===== src/rtl/ils_pkg.sv =====
`timescale 1ns / 1ps
// Shared types and constants for the indexed list store.
// No dependencies; used by every module of the block.
package ils_pkg;

    localparam int CAPACITY_DEF  = 64;
    localparam int WORD_BITS_DEF = 32;

    localparam int CMD_W  = 4;
    localparam int IDX_W  = 7;
    localparam int DATA_W = 32;
    localparam int ST_W   = 2;

    localparam logic [CMD_W-1:0] CMD_PUSH    = 4'd0;
    localparam logic [CMD_W-1:0] CMD_POP     = 4'd1;
    localparam logic [CMD_W-1:0] CMD_CLEAR   = 4'd2;
    localparam logic [CMD_W-1:0] CMD_READ_AT = 4'd3;
    localparam logic [CMD_W-1:0] CMD_INSERT  = 4'd4;
    localparam logic [CMD_W-1:0] CMD_ERASE   = 4'd5;
    localparam logic [CMD_W-1:0] CMD_RESIZE  = 4'd6;
    localparam logic [CMD_W-1:0] CMD_FRONT   = 4'd7;
    localparam logic [CMD_W-1:0] CMD_BACK    = 4'd8;

    localparam logic [ST_W-1:0] ST_OK    = 2'd0;
    localparam logic [ST_W-1:0] ST_RANGE = 2'd1;
    localparam logic [ST_W-1:0] ST_FULL  = 2'd2;

    localparam logic [DATA_W-1:0] ERR_WORD = 32'hFFFF_FFFF;

    typedef enum logic [2:0] {
        S_IDLE,
        S_READ,
        S_INS,
        S_PUT,
        S_ERA,
        S_FILL
    } t_state;

endpackage


===== src/rtl/ils_ram.sv =====
`timescale 1ns / 1ps
// Entry storage: one write port, one read port, registered read data.
// Depends on ils_pkg for its defaults; instantiated by indexed_list_store_top.
module ils_ram #(
    parameter int DEPTH = ils_pkg::CAPACITY_DEF,
    parameter int WIDTH = ils_pkg::WORD_BITS_DEF
) (
    input  logic                     i_clk,
    input  logic                     i_we,
    input  logic [$clog2(DEPTH)-1:0] i_waddr,
    input  logic [WIDTH-1:0]         i_wdata,
    input  logic [$clog2(DEPTH)-1:0] i_raddr,
    output logic [WIDTH-1:0]         o_rdata
);

    logic [WIDTH-1:0] r_mem [DEPTH];
    logic [WIDTH-1:0] r_rdata;

    always_ff @(posedge i_clk) begin
        if (i_we) begin
            r_mem[i_waddr] <= i_wdata;
        end
    end

    always_ff @(posedge i_clk) begin
        r_rdata <= r_mem[i_raddr];
    end

    assign o_rdata = r_rdata;

endmodule


===== src/rtl/indexed_list_store_top.sv =====
`timescale 1ns / 1ps
// Top level of the indexed list store: command sequencer, length register,
// result register. Depends on ils_pkg and ils_ram.
//
//  channel | valid       | ready       | payload
//  --------+-------------+-------------+----------------------------------------
//  command | i_in_valid  | o_in_ready  | i_command i_index i_new_length i_value
//  result  | o_out_valid | i_out_ready | o_read_data o_status o_count o_is_empty
//
// Push, pop, clear, refused commands and no-op codes complete in S_IDLE.
// Read_at, front, back pass through S_READ for the registered memory read.
// Insert below the end shifts entries up in S_INS, then writes in S_PUT; erase
// before the last entry shifts down in S_ERA; resize upward fills in S_FILL.
// The single memory write port moves one entry per cycle in these states.
// Reset clears the length and the result valid flag; entries need no clearing.
// A result waiting on a stalled output blocks the next command transfer.
module indexed_list_store_top #(
    parameter int CAPACITY  = ils_pkg::CAPACITY_DEF,
    parameter int WORD_BITS = ils_pkg::WORD_BITS_DEF
) (
    input  logic                                i_clk,
    input  logic                                i_rst_n,
    input  logic                                i_in_valid,
    output logic                                o_in_ready,
    input  logic [ils_pkg::CMD_W-1:0]           i_command,
    input  logic [ils_pkg::IDX_W-1:0]           i_index,
    input  logic [ils_pkg::IDX_W-1:0]           i_new_length,
    input  logic signed [ils_pkg::DATA_W-1:0]   i_value,
    output logic                                o_out_valid,
    input  logic                                i_out_ready,
    output logic signed [ils_pkg::DATA_W-1:0]   o_read_data,
    output logic [ils_pkg::ST_W-1:0]            o_status,
    output logic [ils_pkg::IDX_W-1:0]           o_count,
    output logic                                o_is_empty
);

    localparam int AW = $clog2(CAPACITY);
    localparam int LW = $clog2(CAPACITY + 1);
    localparam int CW = (LW > ils_pkg::IDX_W) ? LW : ils_pkg::IDX_W;

    ils_pkg::t_state r_state, n_state;
    logic [LW-1:0]        r_len, n_len;
    logic [AW-1:0]        r_ptr, n_ptr;
    logic [AW-1:0]        r_idx, n_idx;
    logic [WORD_BITS-1:0] r_val, n_val;
    logic                 r_out_valid, n_out_valid;
    logic [ils_pkg::DATA_W-1:0] r_rd, n_rd;
    logic [ils_pkg::ST_W-1:0]   r_st, n_st;

    logic                 mem_we;
    logic [AW-1:0]        mem_wa;
    logic [WORD_BITS-1:0] mem_wd;
    logic [AW-1:0]        mem_ra;
    logic [WORD_BITS-1:0] mem_rdata;

    logic                 w_accept;
    logic [CW-1:0]        w_len_c, w_idx_c, w_nlen_c, w_cap_c, w_ptr_c;
    logic [63:0]          w_vwide;
    logic [WORD_BITS-1:0] w_vword;
    logic signed [WORD_BITS-1:0] w_rword;
    logic signed [63:0]   w_rext;
    logic [ils_pkg::DATA_W-1:0] w_rd32;

    ils_ram #(
        .DEPTH (CAPACITY),
        .WIDTH (WORD_BITS)
    ) u_ram (
        .i_clk   (i_clk),
        .i_we    (mem_we),
        .i_waddr (mem_wa),
        .i_wdata (mem_wd),
        .i_raddr (mem_ra),
        .o_rdata (mem_rdata)
    );

    assign o_in_ready = (r_state == ils_pkg::S_IDLE) && (!r_out_valid || i_out_ready);
    assign w_accept   = i_in_valid && o_in_ready;

    assign w_len_c  = CW'(r_len);
    assign w_idx_c  = CW'(i_index);
    assign w_nlen_c = CW'(i_new_length);
    assign w_cap_c  = CW'(CAPACITY);
    assign w_ptr_c  = CW'(r_ptr);

    assign w_vwide = {32'b0, i_value};
    assign w_vword = w_vwide[WORD_BITS-1:0];
    assign w_rword = $signed(mem_rdata);
    assign w_rext  = 64'(w_rword);
    assign w_rd32  = w_rext[ils_pkg::DATA_W-1:0];

    always_ff @(posedge i_clk) begin
        if (!i_rst_n) begin
            r_state     <= ils_pkg::S_IDLE;
            r_len       <= '0;
            r_out_valid <= 1'b0;
        end else begin
            r_state     <= n_state;
            r_len       <= n_len;
            r_out_valid <= n_out_valid;
        end
    end

    always_ff @(posedge i_clk) begin
        r_ptr <= n_ptr;
        r_idx <= n_idx;
        r_val <= n_val;
        r_rd  <= n_rd;
        r_st  <= n_st;
    end

    always_comb begin
        n_state     = r_state;
        n_len       = r_len;
        n_ptr       = r_ptr;
        n_idx       = r_idx;
        n_val       = r_val;
        n_out_valid = r_out_valid && !i_out_ready;
        n_rd        = r_rd;
        n_st        = r_st;
        mem_we      = 1'b0;
        mem_wa      = r_ptr;
        mem_wd      = r_val;
        mem_ra      = r_ptr;

        unique case (r_state)
            ils_pkg::S_IDLE: begin
                if (w_accept) begin
                    n_out_valid = 1'b1;
                    n_rd        = '0;
                    n_st        = ils_pkg::ST_OK;
                    unique case (i_command) inside
                        ils_pkg::CMD_PUSH: begin
                            if (w_len_c >= w_cap_c) begin
                                n_st = ils_pkg::ST_FULL;
                            end else begin
                                mem_we = 1'b1;
                                mem_wa = r_len[AW-1:0];
                                mem_wd = w_vword;
                                n_len  = r_len + LW'(1);
                            end
                        end
                        ils_pkg::CMD_POP: begin
                            if (r_len == '0) begin
                                n_st = ils_pkg::ST_RANGE;
                            end else begin
                                n_len = r_len - LW'(1);
                            end
                        end
                        ils_pkg::CMD_CLEAR: begin
                            n_len = '0;
                        end
                        ils_pkg::CMD_READ_AT: begin
                            if (w_idx_c >= w_len_c) begin
                                n_rd = ils_pkg::ERR_WORD;
                                n_st = ils_pkg::ST_RANGE;
                            end else begin
                                mem_ra      = w_idx_c[AW-1:0];
                                n_out_valid = 1'b0;
                                n_state     = ils_pkg::S_READ;
                            end
                        end
                        ils_pkg::CMD_INSERT: begin
                            if (w_idx_c > w_len_c) begin
                                n_st = ils_pkg::ST_RANGE;
                            end else if (w_len_c >= w_cap_c) begin
                                n_st = ils_pkg::ST_FULL;
                            end else if (w_idx_c == w_len_c) begin
                                mem_we = 1'b1;
                                mem_wa = r_len[AW-1:0];
                                mem_wd = w_vword;
                                n_len  = r_len + LW'(1);
                            end else begin
                                mem_ra      = AW'(r_len - LW'(1));
                                n_ptr       = AW'(r_len - LW'(1));
                                n_idx       = w_idx_c[AW-1:0];
                                n_val       = w_vword;
                                n_len       = r_len + LW'(1);
                                n_out_valid = 1'b0;
                                n_state     = ils_pkg::S_INS;
                            end
                        end
                        ils_pkg::CMD_ERASE: begin
                            if (w_idx_c >= w_len_c) begin
                                n_st = ils_pkg::ST_RANGE;
                            end else begin
                                n_len = r_len - LW'(1);
                                if (w_idx_c != w_len_c - CW'(1)) begin
                                    mem_ra      = AW'(w_idx_c + CW'(1));
                                    n_ptr       = AW'(w_idx_c + CW'(1));
                                    n_out_valid = 1'b0;
                                    n_state     = ils_pkg::S_ERA;
                                end
                            end
                        end
                        ils_pkg::CMD_RESIZE: begin
                            if (w_nlen_c > w_cap_c) begin
                                n_st = ils_pkg::ST_FULL;
                            end else begin
                                n_len = LW'(w_nlen_c);
                                if (w_nlen_c > w_len_c) begin
                                    n_ptr       = r_len[AW-1:0];
                                    n_val       = w_vword;
                                    n_out_valid = 1'b0;
                                    n_state     = ils_pkg::S_FILL;
                                end
                            end
                        end
                        ils_pkg::CMD_FRONT, ils_pkg::CMD_BACK: begin
                            if (r_len == '0) begin
                                n_rd = ils_pkg::ERR_WORD;
                                n_st = ils_pkg::ST_RANGE;
                            end else begin
                                mem_ra      = (i_command == ils_pkg::CMD_FRONT) ? '0
                                                : AW'(r_len - LW'(1));
                                n_out_valid = 1'b0;
                                n_state     = ils_pkg::S_READ;
                            end
                        end
                        default: begin
                        end
                    endcase
                end
            end
            ils_pkg::S_READ: begin
                n_out_valid = 1'b1;
                n_rd        = w_rd32;
                n_st        = ils_pkg::ST_OK;
                n_state     = ils_pkg::S_IDLE;
            end
            ils_pkg::S_INS: begin
                mem_we = 1'b1;
                mem_wa = r_ptr + AW'(1);
                mem_wd = mem_rdata;
                if (r_ptr == r_idx) begin
                    n_state = ils_pkg::S_PUT;
                end else begin
                    mem_ra = r_ptr - AW'(1);
                    n_ptr  = r_ptr - AW'(1);
                end
            end
            ils_pkg::S_PUT: begin
                mem_we      = 1'b1;
                mem_wa      = r_idx;
                mem_wd      = r_val;
                n_out_valid = 1'b1;
                n_rd        = '0;
                n_st        = ils_pkg::ST_OK;
                n_state     = ils_pkg::S_IDLE;
            end
            ils_pkg::S_ERA: begin
                mem_we = 1'b1;
                mem_wa = r_ptr - AW'(1);
                mem_wd = mem_rdata;
                if (w_ptr_c == w_len_c) begin
                    n_out_valid = 1'b1;
                    n_rd        = '0;
                    n_st        = ils_pkg::ST_OK;
                    n_state     = ils_pkg::S_IDLE;
                end else begin
                    mem_ra = r_ptr + AW'(1);
                    n_ptr  = r_ptr + AW'(1);
                end
            end
            ils_pkg::S_FILL: begin
                mem_we = 1'b1;
                mem_wa = r_ptr;
                mem_wd = r_val;
                if (w_ptr_c + CW'(1) == w_len_c) begin
                    n_out_valid = 1'b1;
                    n_rd        = '0;
                    n_st        = ils_pkg::ST_OK;
                    n_state     = ils_pkg::S_IDLE;
                end else begin
                    n_ptr = r_ptr + AW'(1);
                end
            end
            default: begin
                n_state = ils_pkg::S_IDLE;
            end
        endcase
    end

    assign o_out_valid = r_out_valid;
    assign o_read_data = $signed(r_rd);
    assign o_status    = r_st;
    assign o_count     = ils_pkg::IDX_W'(r_len);
    assign o_is_empty  = (r_len == '0);

    a_accept_frees_slot: assert property (@(posedge i_clk) disable iff (!i_rst_n)
        w_accept && r_out_valid |-> i_out_ready)
        else $error("command transfer while result slot stays occupied");

    a_busy_slot_empty: assert property (@(posedge i_clk) disable iff (!i_rst_n)
        r_state != ils_pkg::S_IDLE |-> !r_out_valid)
        else $error("result pending during multi-cycle command");

    a_idle_write_needs_accept: assert property (@(posedge i_clk) disable iff (!i_rst_n)
        mem_we && r_state == ils_pkg::S_IDLE |-> w_accept)
        else $error("memory write in idle without a command transfer");

    a_len_bound: assert property (@(posedge i_clk) disable iff (!i_rst_n)
        w_accept |=> w_len_c <= w_cap_c)
        else $error("length above capacity");

    a_fill_below_len: assert property (@(posedge i_clk) disable iff (!i_rst_n)
        r_state == ils_pkg::S_FILL |-> w_ptr_c < w_len_c)
        else $error("fill pointer past new length");

endmodule

===== config.mk =====
export PLATFORM = sky130hd
export DESIGN_NAME = indexed_list_store_top
export DESIGN_NICKNAME = d
export VERILOG_FILES = /design/src/rtl/ils_pkg.sv /design/src/rtl/ils_ram.sv /design/src/rtl/indexed_list_store_top.sv
export SDC_FILE = /design/constraint.sdc
export NUM_CORES = 2
export LEC_CHECK = 0
export BUFFER_PORTS_ARGS = -buffer_cell sky130_fd_sc_hd__buf_2
export CORE_ASPECT_RATIO = 1.4
export CORE_MARGIN = 2
export CORE_UTILIZATION = 40
export DETAILED_ROUTE_END_ITERATION = 6
export SLEW_MARGIN = 10
export SYNTH_ARGS = -nofsm -noshare
export SYNTH_HDL_FRONTEND = slang
export SYNTH_SLANG_ARGS = --single-unit

===== constraint.sdc =====
create_clock -name i_clk -period 5.1 [get_ports i_clk]
set_input_delay 0.255 -clock i_clk [delete_from_list [all_inputs] [get_ports i_clk]]
set_output_delay 0.255 -clock i_clk [all_outputs]
set_load 0.05 [all_outputs]

==> run_results.csv <==
group,metric,value,unit
sta,tightest_slew,1.16,ns
power_and_ir_drop,total_switching_power,10.2,mW
critical_path,rrSetupSlack,0.15,ns
critical_path,crit_path_start_kind,"flop",
sta,final-setup-viol-count,0,
layout,nFillCells,17578,
critical_path,cp_data_required_time,5.77,ns
clock_network,cts_buffer_depth,4,
floorplanning,die_x,394,um
grt,grt.overflow.total,0,
run,maxCapViolCount,0,
grt,grt_pass1_vias,48081,
outcome,status,"complete, no violations",
placement,dp_hpwl,152,mm
placement,dp.cells,7713,
synthesis,ys.flop_type,"edfxtp_1",
synthesis,ys_seq_elements,2169,
power_and_ir_drop,combPwrFrac,14.0,%
clock_network,htree_levels,4,
power_and_ir_drop,seqPwrFrac,50.4,%
detailed_routing,drt_wl_total,239,mm
synthesis,synthDominantAreaCellType,"edfxtp_1",
sta,clock.fmax,0.202,GHz
power_and_ir_drop,cellPowerDensity,406,nW/um^2
synthesis,synth_cell_types,81,
critical_path,worstSetupPathType,"flop to flop",
sta,rsz0062_at_grt,"false",
min_path,hp-start,"i_command[1]",
power_and_ir_drop,sw_frac_of_total,25.1,%
clock_network,clock_sinks,2169,
clock_network,clk_latency,0.86,ns
synthesis,synth_area_per_cell,18.4,sq um
clock_network,cts_tree,"yes",
clock_network,clk_pin_slew_worst_paths,0.06,ns
synthesis,yosysMostFrequentCell,"edfxtp_1",
layout,syn2layout_area_growth,17.7,%
synthesis,synth-adder-area-share,0.279,%
clock_network,cts_made_buffers,197,
synthesis,yosysWarningCount,0,
grt,grt_max_degree,71,
synthesis,synth_area,85300,sq um
floorplanning,rows,200,
synthesis,synthArstFlopShare,0,%
clock_network,ctsRootBufferMaster,"clkbuf_16",
floorplanning,start_util,40.2,%
layout,drive_gt1_share,24.7,%
synthesis,synthTopCellsByCount,"edfxtp_1 (2126), nand2_1 (434), mux4_2 (372), a22oi_1 (189), clkbuf_1 (182)",
synthesis,yosys.area.top_type_share,74.8,%
synthesis,synth_compound_area_share,5.96,%
grt,antenna_found_initial,6,
min_path,hold_path_depth,4,
sta,drv_slew,0,
placement,io_buffers,97,
detailed_routing,drtIter0Drc,4794,
min_path,hp-class,"input pin to flop",
min_path,min_to,"r_state[0]$_SDFFE_PN0P_",
synthesis,synth_top_family_by_area,"multiplexers",
power_and_ir_drop,power.internal,30.5,mW
synthesis,synth.area.top_cells,"edfxtp_1 (75%), mux4_2 (9.8%), nand2_1 (1.9%)",
critical_path,rr_worst_depth,15,
synthesis,synthMuxAreaShare,10.7,%
sta,layout_min_cycle_time,4.95,ns
critical_path,worstPathMaxFanout,14,
synthesis,synth-edff-count,2126,
placement,gp_congestion,0.922,
detailed_routing,firstDrtPassIters,6,
sta,hold_viol,0,
floorplanning,core-area,212000,sq um
floorplanning,dieArea,217000,sq um
critical_path,worst_setup_path_end_kind,"flop",
power_and_ir_drop,clock_power_share,35.7,%
critical_path,crit-reg2reg-launch,"o_count[0]$_SDFFE_PN0P_",
power_and_ir_drop,leakagePower,32.6,nW
grt,grt_usage,21.8,%
layout,fin_nets,5211,
sta,maxSlewHeadroom,22.8,%
detailed_routing,num_vias,46999,
synthesis,syn_nets,4705,
sta,fin_skew,0.0746,ns
synthesis,netlist_instances,4632,
synthesis,synth_xor_area_share,0.390,%
sta,hold_ws,0.0875,ns
sta,fin_setup_tns,0,ns
detailed_routing,wl_per_cell,29.4,um
floorplanning,die_y,550,um
critical_path,r2r-end,"u_ram.o_rdata[2]$_DFF_P_",
grt,grt_pass1_wl,345,mm
synthesis,yosysSeqAreaShare,75.8,%
sta,fin_crit_sh,97.0,%
detailed_routing,ant_nets,0,
synthesis,synthSimpleGateAreaFrac,5.18,%
layout,instances_no_fill,8123,
floorplanning,num_io_pins,98,
power_and_ir_drop,power,40.8,mW
detailed_routing,via_per_inst,5.79,
critical_path,startpoint,"o_count[0]$_SDFFE_PN0P_",
power_and_ir_drop,irDropWorstVdd,281,uV
detailed_routing,drc,0,
critical_path,worstPathArrival,5.62,ns
[worst max-delay path, stage by stage (launching register included)]
cell	delay (ns)
dfxtp_1	0.31
inv_1	0.08
ha_1	0.16
or4b_1	0.63
o311ai_2	0.37
o221ai_1	0.22
a2111oi_4	0.39
o311ai_4	0.22
nand2_8	0.21
buf_12	0.21
buf_4	0.18
mux4_2	0.49
a22oi_1	0.48
nand4_1	0.17
buf_4	0.21
or4_1	0.41
[cell type report]
type                            instances  area, sq um  area share, %
Sequential cell                      2169        64700           64.4
Multi-Input combinational cell       2132        19900           19.8
Timing Repair Buffer                  583         5890           5.86
Clock buffer                          248         5230           5.21
Tap cell                             2828         3540           3.52
Clock inverter                        103          977          0.973
Inverter                               55          206          0.206
Antenna cell                            5         12.5         0.0125
[flip-flops by register name (all words and copies together) (netlist names)]
register,cells
o_out_valid,1
r_state,3
o_count,7
r_idx,6
o_status,2
r_ptr,6
u_ram.r_mem,2048
r_val,32
o_read_data,32
u_ram.o_rdata,32
[routing by layer]
metal | track usage [%] | up-vias | part of all wire, %
li1 | - | 19938 | -
met2 | 38.9 | 1759 | 52
met4 | 7.90 | 2 | 3.6
met3 | 2.70 | 383 | 5.9
met1 | 27.2 | 24917 | 38
met5 | 0 | - | 0.0050
[power by group through the flow]
stage                     registers [mW]  clock network [mW]  logic (mW)
final                               20.5                14.5        5.70
after global placement              20.9                   0        5.61
after global routing                20.5                15.4        6.06
after CTS                           20.5                14.8        5.70
after detailed placement            20.9                   0        5.66
after floorplan                     20.8                   0        3.15
[cell families (layout without fill, tap and decap cells)]
family	after synthesis	after routing
flip-flops	2169	2169
AND/OR/NAND/NOR	943	943
AO/OA/AOI/OAI	685	685
multiplexers	447	447
buffers and inverters	331	989
XOR/XNOR	38	38
adder cells (fa/ha/maj)	19	19
other	0	5
[cells in the final DEF, fill, tap and decap left out, drive strengths merged, types with 8 or more instances in the layout]
cell         instances
edfxtp            2126
buf                533
nand2              436
mux4               372
clkbuf             248
a22oi              189
nor2               129
and3               104
a21oi              102
nand3               93
clkinv              92
a211oi              75
mux2i               71
dlygate4sd3         50
dfxtp               43
a31oi               43
o21ai               42
nand4               41
inv                 40
a21o                37
nor3                35
a211o               34
a222oi              33
or4                 33
a311o               31
xnor2               23
ha                  19
bufinv              18
xor2                15
nor2b               14
nand2b              13
o21a                12
or2                 12
nor4                11
o22ai               10
clkinvlp             8
[timing repair]
item	4_1_cts	5_1_grt
hold buffers	50	0
gates cloned	0	0
buffers inserted	0	4
resized for setup	2	8
pin swaps	0	3
endpoints found under the hold margin	50	0
endpoints found under the setup margin	4	8
[per-stage QoR]
stage | cell area (sq um) | utilization (%) | worst slack (ns)
2_1_floorplan | 85300 | - | -0.278
3_3_place_gp | 93600 | 44.2 | -0.0693
3_5_place_dp | 93600 | 44.2 | -0.131
4_1_cts | 100000 | 47.3 | 0.0245
5_1_grt | 100000 | 47.4 | 0.00934
6_report | 100000 | 47.4 | 0.151
[worst max-delay path by stage]
stage                     cells after the start  slack [ns]                           end
after detailed placement                     14       -0.13     u_ram.o_rdata[29]$_DFF_P_
after floorplan                              15       -0.28  u_ram.r_mem[21][0]$_DFFE_PP_
after global placement                       14       -0.07     u_ram.o_rdata[29]$_DFF_P_
final                                        15        0.15      u_ram.o_rdata[2]$_DFF_P_
after CTS                                    15        0.02     u_ram.o_rdata[29]$_DFF_P_
after global routing                         17       0.009      u_ram.o_rdata[2]$_DFF_P_
No activity file was read; power rests on OpenSTA's default activity.
